### config.mk
export PLATFORM = sky130hd
export DESIGN_NAME = particle_weight_resampler_core
export DESIGN_NICKNAME = d
export VERILOG_FILES = /design/src/rtl/prw_pkg.sv /design/src/rtl/prw_mul.sv /design/src/rtl/prw_wstore.sv /design/src/rtl/particle_weight_resampler_core.sv
export SDC_FILE = /design/constraint.sdc
export NUM_CORES = 2
export LEC_CHECK = 0
export ABC_CLOCK_PERIOD_IN_PS = 13400
export BUFFER_PORTS_ARGS = -buffer_cell sky130_fd_sc_hd__buf_4
export CAP_MARGIN = 20
export CORE_ASPECT_RATIO = 1.4
export CORE_UTILIZATION = 35
export CTS_BUF_LIST = sky130_fd_sc_hd__clkbuf_16
export DETAILED_ROUTE_END_ITERATION = 16
export SLEW_MARGIN = 10
export SYNTH_ARGS = -nofsm -noshare
export SYNTH_HDL_FRONTEND = slang
export SYNTH_SLANG_ARGS = --single-unit
### constraint.sdc
create_clock -name clk -period 13.4 [get_ports clk]
set_input_delay 1.34 -clock clk [delete_from_list [all_inputs] [get_ports clk]]
set_output_delay 1.34 -clock clk [all_outputs]
set_load 0.03 [all_outputs]
### src/rtl/prw_pkg.sv
// Shared constants and types for the particle weight resampler.
package prw_pkg;

  localparam int DEF_MAX_PARTICLES = 64;
  localparam int WEIGHT_W = 16;
  localparam int CONF_W = 16;
  localparam int QUOT_W = CONF_W + 1;
  localparam int QBIT_W = 5;
  localparam logic [CONF_W-1:0] THRESHOLD_RESET = 16'h8000;
  localparam logic [CONF_W-1:0] CONF_MAX = 16'hFFFF;

  typedef enum logic [3:0] {
    ST_IDLE,
    ST_SQ_MUL,
    ST_SQ_ACC,
    ST_CLOSE,
    ST_TT_MUL,
    ST_DEN_MUL,
    ST_DEN_CAP,
    ST_DIV,
    ST_DIV_END,
    ST_UT_MUL,
    ST_UT_CAP,
    ST_NW_MUL,
    ST_NW_ACC,
    ST_CMP,
    ST_EMIT_ID
  } state_t;

  typedef enum logic [2:0] {
    OP_WW,
    OP_TT,
    OP_NS,
    OP_UT,
    OP_NW
  } mul_op_t;

endpackage

### src/rtl/prw_mul.sv
// Shared multiplier with a registered product.
module prw_mul #(
  parameter int A_W = 22,
  parameter int B_W = 38
) (
  input  logic               clk,
  input  logic [A_W-1:0]     a,
  input  logic [B_W-1:0]     b,
  output logic [A_W+B_W-1:0] prod
);

  always_ff @(posedge clk) begin
    prod <= (A_W+B_W)'(a) * (A_W+B_W)'(b);
  end

endmodule

### src/rtl/prw_wstore.sv
// Weight store: one write port, one registered read port.
module prw_wstore #(
  parameter int DEPTH = 64,
  parameter int ADDR_W = 6
) (
  input  logic                         clk,
  input  logic                         wr_en,
  input  logic [ADDR_W-1:0]            wr_addr,
  input  logic [prw_pkg::WEIGHT_W-1:0] wr_data,
  input  logic [ADDR_W-1:0]            rd_addr,
  output logic [prw_pkg::WEIGHT_W-1:0] rd_data
);

  logic [prw_pkg::WEIGHT_W-1:0] mem [DEPTH];

  always_ff @(posedge clk) begin
    if (wr_en) begin
      mem[wr_addr] <= wr_data;
    end
    rd_data <= mem[rd_addr];
  end

endmodule

### src/rtl/particle_weight_resampler_core.sv
// Top level of the particle weight resampler: sequencer and datapath.
// Each weight is accepted, squared on the shared multiplier and then
// accumulated. The item marked last then closes the set: products and set-up,
// a 17-step restoring division for confidence, a decision step, and the walk.
// With no resampling (or all weights zero) N identity results follow, one a
// cycle. With resampling, the start product and the first weight are loaded;
// then each output slot is issued from a compare step, and every advance of the
// source pointer runs through a compare, a store read and multiply, and an add.
// busy is high while each accepted weight is squared and accumulated, and from
// the last weight until the last result is issued; results come as one-cycle
// strobes on result_valid and cannot be held off. cfg_ready is always high.
module particle_weight_resampler_core #(
  parameter int MAX_PARTICLES = prw_pkg::DEF_MAX_PARTICLES,
  localparam int IDX_W = $clog2(MAX_PARTICLES)
) (
  input  logic                         clk,
  input  logic                         rst,
  input  logic                         start,
  output logic                         busy,
  input  logic [prw_pkg::WEIGHT_W-1:0] weight,
  input  logic [prw_pkg::WEIGHT_W-1:0] start_offset,
  input  logic                         last_weight,
  input  logic                         cfg_valid,
  output logic                         cfg_ready,
  input  logic [prw_pkg::CONF_W-1:0]   cfg_data,
  output logic                         result_valid,
  output logic [IDX_W-1:0]             source_index,
  output logic                         did_resample,
  output logic [prw_pkg::CONF_W-1:0]   confidence,
  output logic                         last_index
);

  localparam int CNT_W = $clog2(MAX_PARTICLES + 1);
  localparam int TOT_W = prw_pkg::WEIGHT_W + IDX_W;
  localparam int SQ_W = 2 * prw_pkg::WEIGHT_W + IDX_W;
  localparam int PROD_W = TOT_W + SQ_W;
  localparam int DV_W = CNT_W + SQ_W + 16;
  localparam int LHS_W = CNT_W + 16 + TOT_W;
  localparam int NC_W = CNT_W + TOT_W;

  prw_pkg::state_t state, state_next;
  prw_pkg::mul_op_t mul_op;

  logic [prw_pkg::CONF_W-1:0]   threshold;
  logic [CNT_W-1:0]             count;
  logic [TOT_W-1:0]             total;
  logic [SQ_W-1:0]              sqsum;
  logic [prw_pkg::WEIGHT_W-1:0] w_r;
  logic [prw_pkg::WEIGHT_W-1:0] u_r;
  logic                         last_r;
  logic                         stored;
  logic [DV_W-1:0]              rem;
  logic [DV_W-1:0]              dsh;
  logic [prw_pkg::QUOT_W-1:0]   quot;
  logic [prw_pkg::QBIT_W-1:0]   qbit;
  logic [LHS_W-1:0]             lhs;
  logic [NC_W-1:0]              ncum;
  logic [IDX_W-1:0]             idx;
  logic [IDX_W-1:0]             slot;
  logic                         resample;
  logic [prw_pkg::CONF_W-1:0]   conf;

  logic [TOT_W-1:0]             mul_a;
  logic [SQ_W-1:0]              mul_b;
  logic [PROD_W-1:0]            prod;
  logic                         wr_en;
  logic [IDX_W-1:0]             rd_addr;
  logic [prw_pkg::WEIGHT_W-1:0] rd_data;
  logic                         accept;
  logic                         advance;
  logic                         slot_last;
  logic [prw_pkg::CONF_W-1:0]   conf_sat;

  assign busy      = (state != prw_pkg::ST_IDLE);
  assign cfg_ready = 1'b1;
  assign accept    = start && !busy;
  assign wr_en     = accept && (count < CNT_W'(MAX_PARTICLES));
  assign advance   = ((CNT_W'(idx) + 1'b1) < count) && (lhs > {ncum, 16'h0000});
  assign slot_last = (CNT_W'(slot) == (count - 1'b1));
  assign conf_sat  = quot[prw_pkg::QUOT_W-1] ? prw_pkg::CONF_MAX
                                             : quot[prw_pkg::CONF_W-1:0];

  prw_wstore #(
    .DEPTH  (MAX_PARTICLES),
    .ADDR_W (IDX_W)
  ) u_wstore (
    .clk     (clk),
    .wr_en   (wr_en),
    .wr_addr (count[IDX_W-1:0]),
    .wr_data (weight),
    .rd_addr (rd_addr),
    .rd_data (rd_data)
  );

  prw_mul #(
    .A_W (TOT_W),
    .B_W (SQ_W)
  ) u_mul (
    .clk  (clk),
    .a    (mul_a),
    .b    (mul_b),
    .prod (prod)
  );

  always_comb begin
    case (mul_op)
      prw_pkg::OP_WW: begin
        mul_a = TOT_W'(w_r);
        mul_b = SQ_W'(w_r);
      end
      prw_pkg::OP_TT: begin
        mul_a = total;
        mul_b = SQ_W'(total);
      end
      prw_pkg::OP_NS: begin
        mul_a = TOT_W'(count);
        mul_b = sqsum;
      end
      prw_pkg::OP_UT: begin
        mul_a = total;
        mul_b = SQ_W'(u_r);
      end
      default: begin
        mul_a = TOT_W'(count);
        mul_b = SQ_W'(rd_data);
      end
    endcase
  end

  always_ff @(posedge clk) begin
    if (rst) begin
      state <= prw_pkg::ST_IDLE;
    end else begin
      state <= state_next;
    end
  end

  always_comb begin
    state_next = state;
    mul_op     = prw_pkg::OP_NW;
    rd_addr    = idx;
    unique case (state)
      prw_pkg::ST_IDLE: begin
        if (accept) begin
          state_next = prw_pkg::ST_SQ_MUL;
        end
      end
      prw_pkg::ST_SQ_MUL: begin
        mul_op     = prw_pkg::OP_WW;
        state_next = prw_pkg::ST_SQ_ACC;
      end
      prw_pkg::ST_SQ_ACC: begin
        state_next = last_r ? prw_pkg::ST_CLOSE : prw_pkg::ST_IDLE;
      end
      prw_pkg::ST_CLOSE: begin
        state_next = (total == '0) ? prw_pkg::ST_EMIT_ID : prw_pkg::ST_TT_MUL;
      end
      prw_pkg::ST_TT_MUL: begin
        mul_op     = prw_pkg::OP_TT;
        state_next = prw_pkg::ST_DEN_MUL;
      end
      prw_pkg::ST_DEN_MUL: begin
        mul_op     = prw_pkg::OP_NS;
        state_next = prw_pkg::ST_DEN_CAP;
      end
      prw_pkg::ST_DEN_CAP: begin
        state_next = prw_pkg::ST_DIV;
      end
      prw_pkg::ST_DIV: begin
        if (qbit == '0) begin
          state_next = prw_pkg::ST_DIV_END;
        end
      end
      prw_pkg::ST_DIV_END: begin
        state_next = (conf_sat < threshold) ? prw_pkg::ST_UT_MUL : prw_pkg::ST_EMIT_ID;
      end
      prw_pkg::ST_UT_MUL: begin
        mul_op     = prw_pkg::OP_UT;
        rd_addr    = '0;
        state_next = prw_pkg::ST_UT_CAP;
      end
      prw_pkg::ST_UT_CAP: begin
        mul_op     = prw_pkg::OP_NW;
        state_next = prw_pkg::ST_NW_ACC;
      end
      prw_pkg::ST_NW_MUL: begin
        mul_op     = prw_pkg::OP_NW;
        state_next = prw_pkg::ST_NW_ACC;
      end
      prw_pkg::ST_NW_ACC: begin
        state_next = prw_pkg::ST_CMP;
      end
      prw_pkg::ST_CMP: begin
        if (advance) begin
          rd_addr    = idx + 1'b1;
          state_next = prw_pkg::ST_NW_MUL;
        end else if (slot_last) begin
          state_next = prw_pkg::ST_IDLE;
        end
      end
      prw_pkg::ST_EMIT_ID: begin
        if (slot_last) begin
          state_next = prw_pkg::ST_IDLE;
        end
      end
      default: begin
        state_next = prw_pkg::ST_IDLE;
      end
    endcase
  end

  // configuration register
  always_ff @(posedge clk) begin
    if (rst) begin
      threshold <= prw_pkg::THRESHOLD_RESET;
    end else if (cfg_valid && cfg_ready) begin
      threshold <= cfg_data;
    end
  end

  // set totals; cleared once the run has issued its last result
  always_ff @(posedge clk) begin
    if (rst) begin
      count <= '0;
      total <= '0;
      sqsum <= '0;
    end else if (wr_en) begin
      count <= count + 1'b1;
      total <= total + TOT_W'(weight);
    end else if (state == prw_pkg::ST_SQ_ACC && stored) begin
      sqsum <= sqsum + SQ_W'(prod);
    end else if (state_next == prw_pkg::ST_IDLE &&
                 (state == prw_pkg::ST_CMP || state == prw_pkg::ST_EMIT_ID)) begin
      count <= '0;
      total <= '0;
      sqsum <= '0;
    end
  end

  always_ff @(posedge clk) begin
    if (rst) begin
      result_valid <= 1'b0;
    end else begin
      result_valid <= (state == prw_pkg::ST_EMIT_ID) ||
                      (state == prw_pkg::ST_CMP && !advance);
    end
  end

  // datapath registers
  always_ff @(posedge clk) begin
    if (accept) begin
      w_r    <= weight;
      u_r    <= start_offset;
      last_r <= last_weight;
      stored <= wr_en;
    end
    case (state)
      prw_pkg::ST_CLOSE: begin
        slot     <= '0;
        conf     <= prw_pkg::CONF_MAX;
        resample <= 1'b0;
      end
      prw_pkg::ST_DEN_MUL: begin
        rem <= DV_W'({prod, 16'h0000});
      end
      prw_pkg::ST_DEN_CAP: begin
        dsh  <= DV_W'({prod, 16'h0000});
        quot <= '0;
        qbit <= prw_pkg::QBIT_W'(prw_pkg::QUOT_W - 1);
      end
      prw_pkg::ST_DIV: begin
        if (dsh <= rem) begin
          rem  <= rem - dsh;
          quot <= quot | (prw_pkg::QUOT_W'(1) << qbit);
        end
        dsh  <= dsh >> 1;
        qbit <= qbit - 1'b1;
      end
      prw_pkg::ST_DIV_END: begin
        conf     <= conf_sat;
        resample <= (conf_sat < threshold);
      end
      prw_pkg::ST_UT_CAP: begin
        lhs  <= LHS_W'(prod);
        idx  <= '0;
        ncum <= '0;
      end
      prw_pkg::ST_NW_ACC: begin
        ncum <= ncum + NC_W'(prod);
      end
      prw_pkg::ST_CMP: begin
        if (advance) begin
          idx <= idx + 1'b1;
        end else begin
          source_index <= idx;
          did_resample <= resample;
          confidence   <= conf;
          last_index   <= slot_last;
          lhs          <= lhs + LHS_W'({total, 16'h0000});
          slot         <= slot + 1'b1;
        end
      end
      prw_pkg::ST_EMIT_ID: begin
        source_index <= slot;
        did_resample <= resample;
        confidence   <= conf;
        last_index   <= slot_last;
        slot         <= slot + 1'b1;
      end
      default: begin
      end
    endcase
  end

endmodule

==> results by group <==
Yosys
  – Top post-synthesis cells by area: edfxtp_1, fa_1, nand2_1
  – Yosys top cell by area: edfxtp_1
  – Cell count after synthesis: slightly above 8000
  – Synthesis Warnings: 0
  – Sequential share of the synthesized area: 0.489
  – Number of flops mapped to enable cells by yosys: about 1300
  – Mapped cell area: roughly 88000 um2
  – Post-synth ARST share: 0
  – Synth top area share: 0.455
  – Synth unique cells: 85
  – Register bit total from synthesis: around 1500
  – Syn avg cell area: ~11 um2
  – Synth Flop Type: edfxtp_1

Clock tree
  – # clock sinks: ~1500
  – Post_cts resized: 0
  – Root buffer cell: clkbuf_16
  – Clk pin slew, worst setup/hold paths: approximately 60 ps
  – CTS tree: built
  – CTS max path bufs: 3
  – Clk Latency, worst-skew pair: between 800 and 900 ps
  – Post-CTS Hold Buffers: 0
  – Postcts setup bufs: 0
  – Number of H-tree levels: 4
  – CTS buffer count: 155

GRT
  – Pin count of the biggest net entering global routing: 149
  – Vias in the first global route: 62800
  – Initial antenna violation count: 10
  – GRT Total Usage: 0.208
  – Remaining Overflow, GRT: 0
  – First-pass GRT wire length: 394 mm

Critical path
  – Worst setup path end: u_mul.prod[43]
  – R2r worst-path depth: 30
  – Slowest cell on the critical path: nor2_1
  – CP max FO: between 40 and 50
  – Arrival time at the worst endpoint: about 12000 ps
  – Crit path launch type: flip-flop
  – CP Capture Type: flip-flop
  – Max stage delay on crit path: just over 900 ps
  – FF-to-FF End: u_mul.prod[43]
  – Crit. Startpoint: state[2]
  – R2R Setup Slk: just under 2000 ps
  – Setup CP Type: reg -> reg
  – Worst r2r src: state[2]
  – Most common cell on crit path: fa_1
  – WP data required: 14110 ps

Floorplan
  – Starting Density: 0.352
  – Die area: approximately 250000 um2
  – Die H: approximately 590 um
  – Area of the core: 249000 um2
  – Chip width: approximately 420 um
  – Site row count: about 220
  – Top Ports: 80

Finish
  – Fill count: around 24000
  – Nets: ~9300
  – Commonest non-fill, non-tap cell in the layout: nand2_1
  – Layout cells sized above 1: 0.0661
  – Final Cell Area: around 97000 um2
  – Commonest cells after routing, fill and taps aside: nand2_1, edfxtp_1, inv_1
  – Area delta synth->final: 11.2%

Timing
  – Unrepaired setup endpoints after global routing: no
  – Rel. slew slack: 0.177
  – Final setup vio count: 0
  – Period minus WS final: about 11000 ps
  – Fin. max-slew vios: 0
  – Worst Max-Slew Pin Slew: 1220 ps
  – Total negative setup slack: 0 ps
  – Fmax: about 88 MHz
  – Final Cycle Share: 0.853
  – Final Hold Viols: 0
  – Fin Clk Skew: just over 80 ps

Power and ir drop
  – Clock share of power: 0.307
  – Switching power of the nets: approximately 4.6 mW
  – Switching portion of total power: 0.337
  – VDD IR max: between 0.15 and 0.2 mV
  – Flop pwr share: 0.402
  – Internal power: 9.13 mW
  – Logic pwr share: 0.290
  – Power Density: 141 nW/um2
  – Leakage: 38.9 nW

Placed design
  – Dpl cell area: ~92000 um2
  – Post-DP HPWL: approximately 180 mm
  – PortBufs: roughly 80
  – Final GP Congestion: roughly 0.98

Flow run
  – Max Cap Viol: 0

Detailed routing
  – First drt pass iteration count: 8
  – Detail Route Antenna Nets: 0
  – Via density: 5.35
  – DR vias: around 63000
  – Wire per inst: roughly 23 um
  – Total wire length: approximately 270 mm
  – DR DRC count: 0
  – Initial drt markers: about 5800

Hold path
  – Min-Delay Path Class: reg -> reg
  – Hold depth: 0

Run status
  – Status: complete, no violations
[cells in the mapped netlist (13+ instances only)]
cell type and instances:
or2_2 23, a21o_1 103, nor4_1 49, nor4_2 13, o21a_1 32, nand3_1 498
clkbuf_1 274, or3_1 50, nand2b_1 29, edfxtp_1 1329, fa_1 620, xnor2_1 131
o21bai_1 27, nand2_1 1693, xor2_1 90, and2_1 53, buf_2 115, a311oi_1 66
and3_1 165, ha_1 330, nand4_1 41, inv_1 738, nor2_1 488, a21oi_1 378
o31ai_1 15, a31oi_1 55, dfxtp_1 149, o211ai_1 17, buf_1 26, nor2b_1 37
nor3_1 65, a22oi_1 43, o21ai_0 205, mux2i_1 17, a211oi_1 54
[logic make-up after synthesis]
kind of cell               after synthesis  share of synthesized area
and+or+nand+nor                       3242                      0.163
DFF                                   1478                      0.489
buffers and inverters                 1167                     0.0522
AOI/OAI and AO/OA                     1118                     0.0819
adders and majority gates              950                      0.189
xor gates and xnor gates               221                     0.0221
muxes                                   23                    0.00271
other                                    2                  0.0000857
[metrics by stage]
| step | util | power [mW] | setup WS, ps | hold slack, ps | instances |
|---|---|---|---|---|---|
| final | 0.391 | 13.8 | 1970 | 419 | 11700 |
| after CTS | 0.391 | 13.8 | 2140 | 420 | 11700 |
| after global placement | 0.371 | 9.52 | 2330 | 404 | 11400 |
| after detailed placement | 0.371 | 9.60 | 2180 | 406 | 11400 |
| after floorplan | - | 8.25 | 4310 | 400 | 8320 |
| after global routing | 0.391 | 14.4 | 1410 | 425 | 11700 |
[worst min path at each step]
| stage | from | endpoint | slack (ps) |
|---|---|---|---|
| global route | conf[14] | confidence[14] | 420 |
| floorplan | conf[0] | confidence[0] | 400 |
| global placement | conf[9] | confidence[9] | 400 |
| CTS | conf[14] | confidence[14] | 420 |
| detailed placement | conf[3] | confidence[3] | 410 |
| finish | conf[6] | confidence[6] | 420 |
[area by class of cell]
type,count,area [um2],area share
clock inverter,129,1080,0.0111
sequential,1478,42900,0.440
multi-input combinational,5675,40800,0.418
inverter,739,2770,0.0285
timing repair buffer,250,1960,0.0201
tap,3285,4110,0.0422
antenna,2,5.00,0.0000513
clock buffer,156,3900,0.0400
[flip-flops by register name, summed over array words and instances, names as in the netlist, 5 cells and up]
| name | count |
|---|---|
| lhs | 45 |
| slot | 6 |
| confidence | 16 |
| u_r | 16 |
| conf | 16 |
| count | 7 |
| idx | 6 |
| w_r | 16 |
| rem | 61 |
| qbit | 5 |
| u_wstore.rd_data | 16 |
| u_wstore.mem | 1024 |
| total | 22 |
| threshold | 16 |
| ncum | 29 |
| u_mul.prod | 45 |
| quot | 17 |
| dsh | 61 |
| sqsum | 38 |
| source_index | 6 |
[routing by layer]
layer | track usage | routed length [um]
met1 | 0.246 | 99500
met2 | 0.354 | 132000
met3 | 0.0309 | 16500
met4 | 0.125 | 17800
met5 | 0 | 57
[worst max-delay path: cells and delay by family, from the launching register on]
family	cells	cell delay (ps)
buffers and inverters	4	510
adders and majority gates	8	3900
and+or+nand+nor	7	3130
xor gates and xnor gates	1	160
AOI/OAI and AO/OA	10	2870
DFF	1	690
[power by group through the flow]
stage,combinational [mW],sequential (mW),clock [mW]
global route,4.46,5.52,4.46
global placement,3.90,5.63,0
floorplan,2.87,5.38,0
CTS,4.01,5.53,4.30
detailed placement,3.98,5.62,0
finish,4.00,5.54,4.23
(Power assumes the default switching activity.)
